File: src/hdl/tnc_pkg.sv
// Shared constants, codes and the result record of the tag nesting checker.
`default_nettype none

package tnc_pkg;

	localparam int STACK_DEPTH_DEF = 16;
	localparam int NAME_MAX_DEF    = 29;

	localparam int DEPTH_W = 5;
	localparam int DATA_W  = 8;
	localparam int LEN_W   = 5;

	localparam logic [DATA_W-1:0] CH_LT    = 8'h3C;
	localparam logic [DATA_W-1:0] CH_GT    = 8'h3E;
	localparam logic [DATA_W-1:0] CH_SLASH = 8'h2F;

	// Result queue geometry.
	localparam int OUTQ_DEPTH = 4;
	localparam int OUTQ_PTR_W = 2;
	localparam int OUTQ_CNT_W = 3;

	typedef enum logic [2:0] {
		EV_TEXT  = 3'd0,
		EV_OPEN  = 3'd1,
		EV_CLOSE = 3'd2,
		EV_ERROR = 3'd3,
		EV_END   = 3'd4
	} event_kind_t;

	typedef enum logic [2:0] {
		ERR_NONE          = 3'd0,
		ERR_CLOSE_NO_OPEN = 3'd1,
		ERR_MISMATCH      = 3'd2,
		ERR_NAME_LONG     = 3'd3,
		ERR_STACK_FULL    = 3'd4,
		ERR_UNTERMINATED  = 3'd5,
		ERR_UNCLOSED      = 3'd6
	} err_code_t;

	typedef struct packed {
		event_kind_t         kind;
		logic [DEPTH_W-1:0]  depth;
		logic [DATA_W-1:0]   data;
		logic [LEN_W-1:0]    len;
		logic                run;
		err_code_t           code;
		logic                eod;
	} result_t;

	function automatic result_t mk_result(input event_kind_t kind,
			input logic [DEPTH_W-1:0] depth, input logic [DATA_W-1:0] data,
			input logic [LEN_W-1:0] len, input logic run, input err_code_t code,
			input logic eod);
		result_t r;
		r.kind  = kind;
		r.depth = depth;
		r.data  = data;
		r.len   = len;
		r.run   = run;
		r.code  = code;
		r.eod   = eod;
		return r;
	endfunction

endpackage

`default_nettype wire

File: src/hdl/tnc_parser.sv
// Tag parser: mode tracking, stack pointer, name compare and result forming.
`default_nettype none

module tnc_parser
	import tnc_pkg::*;
#(
	parameter int SD    = STACK_DEPTH_DEF,
	parameter int NM    = NAME_MAX_DEF,
	parameter int IDX_W = $clog2(NM + 1),
	parameter int SA_W  = (SD * NM > 1) ? $clog2(SD * NM) : 1,
	parameter int LA_W  = (SD > 1) ? $clog2(SD) : 1
) (
	input  wire logic              clk,
	input  wire logic              arst_n,
	input  wire logic              accept,
	input  wire logic [DATA_W-1:0] data_byte,
	input  wire logic              last_byte,
	output result_t                res0,
	output result_t                res1,
	output logic                   push0,
	output logic                   push1,
	output logic                   store_we,
	output logic      [SA_W-1:0]   store_waddr,
	output logic      [DATA_W-1:0] store_wdata,
	output logic                   store_re,
	output logic      [SA_W-1:0]   store_raddr,
	input  wire logic [DATA_W-1:0] store_rdata,
	output logic                   len_we,
	output logic      [LA_W-1:0]   len_waddr,
	output logic      [IDX_W-1:0]  len_wdata,
	output logic                   len_re,
	output logic      [LA_W-1:0]   len_raddr,
	input  wire logic [IDX_W-1:0]  len_rdata
);

	localparam int TOP_W  = $clog2(SD + 1);
	localparam int BASE_W = $clog2(SD * NM + 1);

	typedef enum logic [3:0] {
		MODE_TEXT  = 4'b0001,
		MODE_LT    = 4'b0010,
		MODE_OPEN  = 4'b0100,
		MODE_CLOSE = 4'b1000
	} mode_t;

	mode_t              mode_q, mode_d;
	logic [TOP_W-1:0]   top_q, top_d;
	logic [BASE_W-1:0]  base_q, base_d;
	logic [IDX_W-1:0]   idx_q, idx_d;
	logic               mism_q, mism_d;
	logic               err_q, err_d;
	err_code_t          code_q, code_d;
	logic               run_q, run_d;
	logic [IDX_W-1:0]   top_len_q;
	logic               len_pend_q;

	logic               tk_v;
	result_t            tk_r;
	logic               e5_v;
	result_t            e5_r;
	result_t            end_r;
	logic               do_fail;
	err_code_t          fcode;
	logic               push_tag;
	logic [BASE_W-1:0]  base_m;
	logic [IDX_W-1:0]   idx_inc;
	logic               in_open;
	err_code_t          end_code;

	assign base_m  = base_q - BASE_W'(NM);
	assign idx_inc = idx_q + IDX_W'(1);
	assign in_open = (mode_q == MODE_OPEN) ||
		((mode_q == MODE_LT) && (data_byte != CH_SLASH));

	always_comb begin
		mode_d      = mode_q;
		top_d       = top_q;
		base_d      = base_q;
		idx_d       = idx_q;
		mism_d      = mism_q;
		err_d       = err_q;
		code_d      = code_q;
		run_d       = run_q;
		tk_v        = 1'b0;
		tk_r        = mk_result(EV_TEXT, '0, '0, '0, 1'b0, ERR_NONE, 1'b0);
		do_fail     = 1'b0;
		fcode       = ERR_NONE;
		push_tag    = 1'b0;
		store_we    = 1'b0;
		store_waddr = SA_W'(base_q + BASE_W'(idx_q));
		store_wdata = data_byte;
		store_re    = 1'b0;
		store_raddr = SA_W'(base_m);
		len_we      = 1'b0;
		len_waddr   = LA_W'(top_q);
		len_wdata   = idx_q;
		len_re      = 1'b0;
		len_raddr   = LA_W'(top_q - TOP_W'(2));

		if (!err_q) begin
			if (mode_q == MODE_TEXT) begin
				if (data_byte == CH_LT) begin
					mode_d = MODE_LT;
					run_d  = 1'b0;
					idx_d  = '0;
					mism_d = 1'b0;
				end else begin
					tk_v  = 1'b1;
					tk_r  = mk_result(EV_TEXT, DEPTH_W'(top_q), data_byte, '0,
						!run_q, ERR_NONE, 1'b0);
					run_d = 1'b1;
				end
			end else if (mode_q == MODE_LT && data_byte == CH_SLASH) begin
				mode_d = MODE_CLOSE;
				// Fetch the first byte of the top name ahead of its compare.
				store_re    = (top_q != '0);
				store_raddr = SA_W'(base_m);
			end else if (in_open) begin
				mode_d = MODE_OPEN;
				if (data_byte == CH_GT) begin
					if (top_q >= TOP_W'(SD)) begin
						do_fail = 1'b1;
						fcode   = ERR_STACK_FULL;
					end else begin
						len_we   = 1'b1;
						push_tag = 1'b1;
						top_d    = top_q + TOP_W'(1);
						base_d   = base_q + BASE_W'(NM);
						mode_d   = MODE_TEXT;
						tk_v     = 1'b1;
						tk_r     = mk_result(EV_OPEN, DEPTH_W'(top_q + TOP_W'(1)), '0,
							LEN_W'(idx_q), 1'b0, ERR_NONE, 1'b0);
					end
				end else if (idx_q >= IDX_W'(NM)) begin
					do_fail = 1'b1;
					fcode   = ERR_NAME_LONG;
				end else begin
					store_we = (top_q < TOP_W'(SD));
					idx_d    = idx_inc;
				end
			end else begin
				if (data_byte == CH_GT) begin
					if (top_q == '0) begin
						do_fail = 1'b1;
						fcode   = ERR_CLOSE_NO_OPEN;
					end else if (mism_q || (idx_q != top_len_q)) begin
						do_fail = 1'b1;
						fcode   = ERR_MISMATCH;
					end else begin
						top_d  = top_q - TOP_W'(1);
						base_d = base_m;
						mode_d = MODE_TEXT;
						// The new top's length comes back from the length RAM.
						len_re = (top_q > TOP_W'(1));
						tk_v   = 1'b1;
						tk_r   = mk_result(EV_CLOSE, DEPTH_W'(top_q - TOP_W'(1)), '0,
							LEN_W'(idx_q), 1'b0, ERR_NONE, 1'b0);
					end
				end else if (idx_q >= IDX_W'(NM)) begin
					do_fail = 1'b1;
					fcode   = ERR_NAME_LONG;
				end else begin
					if ((top_q == '0) || (idx_q >= top_len_q) ||
							(store_rdata != data_byte)) begin
						mism_d = 1'b1;
					end
					idx_d       = idx_inc;
					store_re    = (top_q != '0) && (idx_inc < top_len_q);
					store_raddr = SA_W'(base_m + BASE_W'(idx_inc));
				end
			end
		end

		if (do_fail) begin
			err_d  = 1'b1;
			code_d = fcode;
			mode_d = MODE_TEXT;
			tk_v   = 1'b1;
			tk_r   = mk_result(EV_ERROR, DEPTH_W'(top_q), '0, '0, 1'b0, fcode, 1'b0);
		end

		e5_v     = last_byte && !err_d && (mode_d != MODE_TEXT);
		e5_r     = mk_result(EV_ERROR, DEPTH_W'(top_d), '0, '0, 1'b0,
			ERR_UNTERMINATED, 1'b0);
		end_code = e5_v ? ERR_UNTERMINATED :
			(err_d ? code_d : ((top_d != '0) ? ERR_UNCLOSED : ERR_NONE));
		end_r    = mk_result(EV_END, DEPTH_W'(top_d), '0, '0, 1'b0, end_code, 1'b1);

		if (last_byte) begin
			mode_d = MODE_TEXT;
			top_d  = '0;
			base_d = '0;
			idx_d  = '0;
			mism_d = 1'b0;
			err_d  = 1'b0;
			code_d = ERR_NONE;
			run_d  = 1'b0;
		end

		store_we = store_we & accept;
		store_re = store_re & accept;
		len_we   = len_we & accept;
		len_re   = len_re & accept;
	end

	// Results are packed so that the first valid one always sits in slot zero.
	assign res0  = tk_v ? tk_r : (e5_v ? e5_r : end_r);
	assign res1  = end_r;
	assign push0 = accept & (tk_v | last_byte);
	assign push1 = accept & last_byte & (tk_v | e5_v);

	always_ff @(posedge clk or negedge arst_n) begin
		if (!arst_n) begin
			mode_q     <= MODE_TEXT;
			top_q      <= '0;
			base_q     <= '0;
			idx_q      <= '0;
			mism_q     <= 1'b0;
			err_q      <= 1'b0;
			code_q     <= ERR_NONE;
			run_q      <= 1'b0;
			len_pend_q <= 1'b0;
		end else begin
			if (accept) begin
				mode_q <= mode_d;
				top_q  <= top_d;
				base_q <= base_d;
				idx_q  <= idx_d;
				mism_q <= mism_d;
				err_q  <= err_d;
				code_q <= code_d;
				run_q  <= run_d;
			end
			len_pend_q <= len_re;
		end
	end

	// Length of the name on top of the stack, for the close compare.
	always_ff @(posedge clk) begin
		if (accept && push_tag) begin
			top_len_q <= idx_q;
		end else if (len_pend_q) begin
			top_len_q <= len_rdata;
		end
	end

endmodule

`default_nettype wire

File: config.mk
export PLATFORM = sky130hd
export DESIGN_NAME = tnc_parser
export DESIGN_NICKNAME = d
export VERILOG_FILES = /design/src/hdl/tnc_pkg.sv /design/src/hdl/tnc_parser.sv
export SDC_FILE = /design/constraint.sdc
export NUM_CORES = 1
export LEC_CHECK = 0
export ABC_CLOCK_PERIOD_IN_PS = 7100
export CAP_MARGIN = 30
export CORE_MARGIN = 4
export CORE_UTILIZATION = 65
export DETAILED_ROUTE_END_ITERATION = 8
export DONT_BUFFER_PORTS = 1
export PLACE_DENSITY = 0.85
export SETUP_SLACK_MARGIN = 0.5
export SLEW_MARGIN = 30
export SYNTH_ARGS = -nofsm -noshare
export SYNTH_HDL_FRONTEND = slang
export SYNTH_SLANG_ARGS = --single-unit
File: constraint.sdc
create_clock -name clk -period 7.1 [get_ports clk]
set_clock_uncertainty 0.2 [all_clocks]
set_input_delay 2.13 -clock clk [delete_from_list [all_inputs] [get_ports clk]]
set_output_delay 2.13 -clock clk [all_outputs]
set_load 0.02 [all_outputs]
==> flow_metrics.tcl, run 1 <==
set metrics [dict create \
    finalHoldViolCount 0 \
    rows 29 \
    num-nets-final 558 \
    crit_buf_inv 2 \
    fp.dieW_um 88.8 \
    gp_congestion 0.982 \
    holdPathStages 1 \
    synth_flop_cell "dfrtp_1" \
    syn2layout_area_growth_pct 5.25 \
    grtUsageMet3_pct 5.77 \
    drtAntennaViolNets 0 \
    worst_slew_pin_slew_ns 0.836 \
    path_class "in -> out" \
    whs_ns 0.299 \
    antennaDiodeCount 0 \
    die_h_um 88.8 \
    worstPathCellList "nand4bb_4 > o21a_4 > nor2_2 > mux2_2 > a31oi_4 > nor4_4 > buf_4 > o41ai_2 > buf_4" \
    rsz0062_at_grt "yes" \
    htree_levels 2 \
    globalRouteOverflowTotal 0 \
    leakage_nw 1.99 \
    grt_pass1_wl_um 18600 \
    status "finished, final reports clean" \
    top_level_ports 122 \
    cts_tree "yes" \
    ys_seq_area_share_pct 21.3 \
    syn_inst 508 \
    yosysUniqueCellTypes 85 \
    drt_first_pass_iters 5 \
    power_density_nw_per_um2 170 \
    slowest_delay_ns 0.40 \
    critPathArrivalTime_ns 4.41 \
    clk_latency_ns 0.30 \
    crit_top_cell "buf_4" \
    core-area_um2 6350 \
    synth_enable_flop_cells 5 \
    routed_via_density 6.85 \
    layout-drive-gt1-share_pct 16.4 \
    ys_ff_latch 35 \
    r2r_end "base_q[5]" \
    die-area_um2 7880 \
    hold_class "reg -> reg" \
    drc 0 \
    slew_headroom_pct 43.9 \
    grt_max_degree 31 \
    critPathSlowestCell "mux2_2" \
    drt_iter0_markers 304 \
    place_hpwl_um 8900 \
    numCtsBuffers 5 \
    cts.clk_slew.worst_paths_ns 0.08 \
    grt_pass1_vias 3738 \
    syn_area_um2 4240 \
    grt-busiest-layer "met2" \
    max_freq_ghz 0.148 \
    period_needed_ns 6.74 \
    finalSetupTns_ns 0 \
    grt_use_total_pct 30.3 \
    min_from "mism_q" \
    worstPathMaxFanout 7 \
    critPathCaptureType "primary output" \
    critical-path-top-delay-family "compound AO/OA/AOI/OAI gates" \
    ys_warn_count 0 \
    slew_violations 0 \
    ir_drop_mv 0.157 \
    wl_per_cell_um 20.7 \
    io_buffer_count 0 \
    root_buffer "clkbuf_8" \
    setup_viol 0 \
    hold_end "mism_q" \
    initial_core_util_pct 66.8 \
    clkSinkCount 35 \
    synthArstFlopShare_pct 85.7 \
    maxCapViolCount 0 \
    reg2regPathDepth 11 \
    clockBufferDepth 2 \
    grtUsageMet2_pct 51.5 \
    antenna_found_initial 0 \
    r2r-start "top_q[0]" \
    grt_use_met1_pct 36.3 \
    r2r_setup_slack_ns 3.29 \
    synth_area_per_cell_um2 8.34 \
    cp.required_ns 4.77 \
    final.period_utilization_pct 94.9 \
    cp-start-kind "primary input" \
    num_vias 3958 \
    drt-total-wl_um 12000 \
]
==> cell usage after synthesis (all sizes together) (16+ instances only) <==
cell type	instances	share of area, %
buf	45	8.8
o21ai	40	4.7
a21oi	31	3.8
ha	31	9.1
inv	31	2.7
nand2	30	2.7
dfrtp	29	17
nor2	27	2.4
xnor2	20	4.1
nand3	16	1.9
==> timing repair <==
action / in CTS / in global routing
pin swaps: 5 / 7
setup buffers: 1 / 6
hold buffers: 0 / 0
endpoints found under the setup margin: 6 / 12
gates resized for setup: 14 / 10
==> layer usage <==
metal  share of wire [%]  routed length [µm]
met5                   0                   0
met2                  50                5980
met3                 8.5                1010
met1                  37                4490
met4                 4.1                 493
==> cells in the final DEF (no fill, tap or decap), drive strengths merged, types with 7 or more instances in the layout <==
cell | Yosys | layout
o21ai | 40 | 40
ha | 31 | 31
nand3 | 16 | 16
nand2 | 30 | 30
xor2 | 13 | 13
nor3 | 14 | 14
dfrtp | 29 | 29
o22ai | 7 | 7
buf | 45 | 28
and2 | 14 | 14
conb | 2 | 18
nor2 | 27 | 27
xnor2 | 20 | 20
nand2b | 7 | 7
inv | 31 | 31
clkbuf | 14 | 7
a21oi | 31 | 31
nor4 | 8 | 8
==> area by class of cell <==
| type | instances | area [µm²] |
|---|---|---|
| Clock buffer | 7 | 108 |
| Clock inverter | 1 | 5.00 |
| Fill cell | 508 | 1890 |
| Inverter | 31 | 116 |
| Multi-Input combinational cell | 399 | 3010 |
| Sequential cell | 35 | 902 |
| Tap cell | 77 | 96.3 |
| Timing Repair Buffer | 28 | 225 |
==> stage by stage <==
step / power, W / std cells / util, % / setup slack [ns] / cell area [µm²]
2_1_floorplan: 0.000548 / 524 / - / 0.485 / 4330
3_3_place_gp: 0.000563 / 563 / 65.3 / 0.305 / 4150
3_5_place_dp: 0.000574 / 563 / 65.3 / 0.270 / 4150
4_1_cts: 0.000755 / 572 / 68.5 / 0.381 / 4350
5_1_grt: 0.000801 / 578 / 70.3 / 0.285 / 4460
6_report: 0.000756 / 578 / 70.3 / 0.359 / 4460
==> state kept, by name (all words and copies together) (netlist names) <==
register / cells
code_q: 3
err_q: 1
len_pend_q: 1
top_len_q: 5
top_q: 5
mism_q: 1
run_q: 1
base_q: 9
len_wdata: 5
mode_q: 4
==> how the worst max path moves through the flow <==
stage / start / to / slack, ns / cells after the start
2_1_floorplan: data_byte[7] / res1[2] / 0.49 / 8
3_3_place_gp: data_byte[0] / res1[3] / 0.31 / 9
3_5_place_dp: data_byte[7] / res1[3] / 0.27 / 9
4_1_cts: data_byte[7] / res1[3] / 0.38 / 10
5_1_grt: data_byte[6] / res0[2] / 0.28 / 9
6_report: data_byte[6] / res0[2] / 0.36 / 9
==> cell families after synthesis <==
kind of cell / Yosys count / synth area share [%]
flops: 35 / 21.3
xor+xnor: 33 / 6.82
buf+inv: 90 / 13.0
compound gates: 150 / 24.4
fa+ha+maj: 33 / 10.1
simple gates: 154 / 21.4
mux: 11 / 2.77
other cells: 2 / 0.177
==> where the power goes <==
| part | leakage [nW] | internal, W | total, W | switching (W) |
|---|---|---|---|---|
| Combinational | 1.49 | 0.000115 | 0.000314 | 0.000199 |
| Sequential | 0.445 | 0.000221 | 0.000261 | 0.0000399 |
| Clock | 0.0594 | 0.0000996 | 0.000181 | 0.0000819 |
| Total | 1.99 | 0.000436 | 0.000756 | 0.000321 |
(Power assumes the default switching activity.)
==> run 2, diff against run 1 <==
- ABC_CLOCK_PERIOD_IN_PS: 7100 -> 8200
- CORE_UTILIZATION: 65 -> 30
- PLACE_DENSITY: 0.85 -> 0.48
- clock period: 7.1 -> 8.2 ns (I/O delays scaled with it)
==> flow_metrics.tcl, run 2 (synthesis gave the netlist of run 1 again) <==
set metrics [dict create \
    rows 43 \
    clk_latency_ns 0.28 \
    grt_pass1_vias 3558 \
    slew_violations 0 \
    num-nets-final 548 \
    numCtsBuffers 5 \
    worstPathCellList "and4bb_2 > a2bb2oi_1 > nand2_1 > nor3_1 > mux2i_1 > o21ai_0 > xor2_1" \
    min_from "code_q[0]" \
    r2r-start "len_wdata[0]" \
    drc 0 \
    finalWorstSetupSlack_ns 0.691 \
    cts_tree "yes" \
    r2r_setup_slack_ns 4.33 \
    grt_pass1_wl_um 20800 \
    final.period_utilization_pct 91.6 \
    finalSetupTns_ns 0 \
    hold_buffers 0 \
    grt_use_total_pct 16.3 \
    top_level_ports 122 \
    drt_first_pass_iters 5 \
    setup_viol 0 \
    nFillCells 1495 \
    drt_iter0_markers 244 \
    antennaDiodeCount 0 \
    maxCapViolCount 0 \
    total_power_w 0.000684 \
    worstPathMaxFanout 15 \
    period_needed_ns 7.51 \
    dp_slack_ns 0.415 \
    holdPathStages 1 \
    cp-start-kind "primary input" \
    worst_slew_pin_slew_ns 0.892 \
    cts.clk_slew.worst_paths_ns 0.05 \
    htree_levels 2 \
    root_buffer "clkbuf_16" \
    layout_common_cells "o21ai_0 (35), inv_1 (31), ha_1 (31), nand2_1 (30)" \
    initial_core_util_pct 30.5 \
    hold_end "code_q[0]" \
    critPathSlowestCell "nor3_1" \
    final_common_cell "o21ai_0" \
    power_density_nw_per_um2 155 \
    clockBufferDepth 2 \
    core-area_um2 13900 \
    finalHoldViolCount 0 \
    num_vias 3710 \
    hold_class "reg -> reg" \
    largest_register "base_q" \
    largest_register_ffs 9 \
    antenna_found_initial 0 \
    path_class "in -> out" \
    drtAntennaViolNets 0 \
    cp.required_ns 5.54 \
    gp_congestion 0.910 \
    clkSinkCount 35 \
    fp.dieW_um 127 \
    whs_ns 0.286 \
    max_freq_ghz 0.133 \
    layout-drive-gt1-share_pct 11.8 \
    grt_max_degree 31 \
    syn2layout_area_growth_pct 4.13 \
    reg2regPathDepth 11 \
    wl_per_cell_um 20.2 \
    multi_input_area_um2 2900 \
    slowest_delay_ns 0.56 \
    globalRouteOverflowTotal 0 \
    seqCellArea_um2 902 \
    critical-path-top-delay-family "simple AND/OR/NAND/NOR gates" \
    io_buffer_count 0 \
    die-area_um2 16100 \
    critPathCaptureType "primary output" \
    r2r_end "base_q[5]" \
    leakage_nw 1.90 \
    rsz0062_at_grt "no" \
    slew_headroom_pct 40.1 \
    die_h_um 127 \
    critPathArrivalTime_ns 4.85 \
    drt-total-wl_um 13600 \
    status "finished, final reports clean" \
    ir_drop_mv 0.0662 \
    place_hpwl_um 10400 \
    routed_via_density 5.53 \
    crit_buf_inv 0 \
    crit_start "data_byte[7]" \
]
## run 2: worst max-delay path by stage
| stage | to | slack (ns) | depth (start not counted) |
|---|---|---|---|
| after CTS | res0[3] | 0.58 | 8 |
| after floorplan | res0[2] | 0.58 | 8 |
| after global placement | res0[3] | 0.42 | 8 |
| after global routing | store_raddr[8] | 0.52 | 7 |
| final | store_raddr[8] | 0.69 | 7 |
| after detailed placement | res0[3] | 0.42 | 8 |
## run 2: what timing repair did
item                                    CTS  global route
setup buffers                             0             0
resized for setup                         3             6
endpoints found under the setup margin    4             2
endpoints found under the hold margin     0             0
## run 2: stage by stage
stage               utilization (%)  area [µm²]  instances
floorplan                         -        4300        524
global placement               30.4        4220        663
detailed placement             30.4        4220        663
CTS                            31.5        4380        671
global route                   31.8        4410        671
finish                         31.8        4410        671
## run 2: power breakdown
part           internal, W  total, W  switching [W]
Clock             0.000113  0.000184      0.0000712
Sequential        0.000192  0.000228      0.0000362
Combinational    0.0000976  0.000272       0.000174
Total             0.000402  0.000684       0.000282
## run 2: final cells by class
type | instances | area share (%)
sequential | 35 | 20.4
timing repair buffer | 18 | 3.06
clock buffer | 8 | 3.09
multi-input combinational | 399 | 65.7
tap | 180 | 5.10
inverter | 31 | 2.64
## run 2: worst register-to-register path: stages, from the launching register on
cell and delay [ns]:
dfrtp_1 0.65, inv_1 0.23, ha_1 0.35, nand4b_1 0.27, nor3_1 0.37, nand4_1 0.17, buf_4 0.19, a21oi_1 0.16
buf_4 0.20, o21ai_1 0.29, or2_2 0.45, o31ai_1 0.25
## run 2: per-layer routing
metal | global-route usage, % | share of wire, % | wire [µm] | vias up
li1 | - | - | - | 1774
met1 | 21.6 | 45 | 6150 | 1797
met2 | 26.5 | 46 | 6270 | 129
met3 | 4.17 | 7.0 | 951 | 10
met4 | 4.23 | 1.4 | 188 | 0
met5 | 0 | 0 | 0 | -
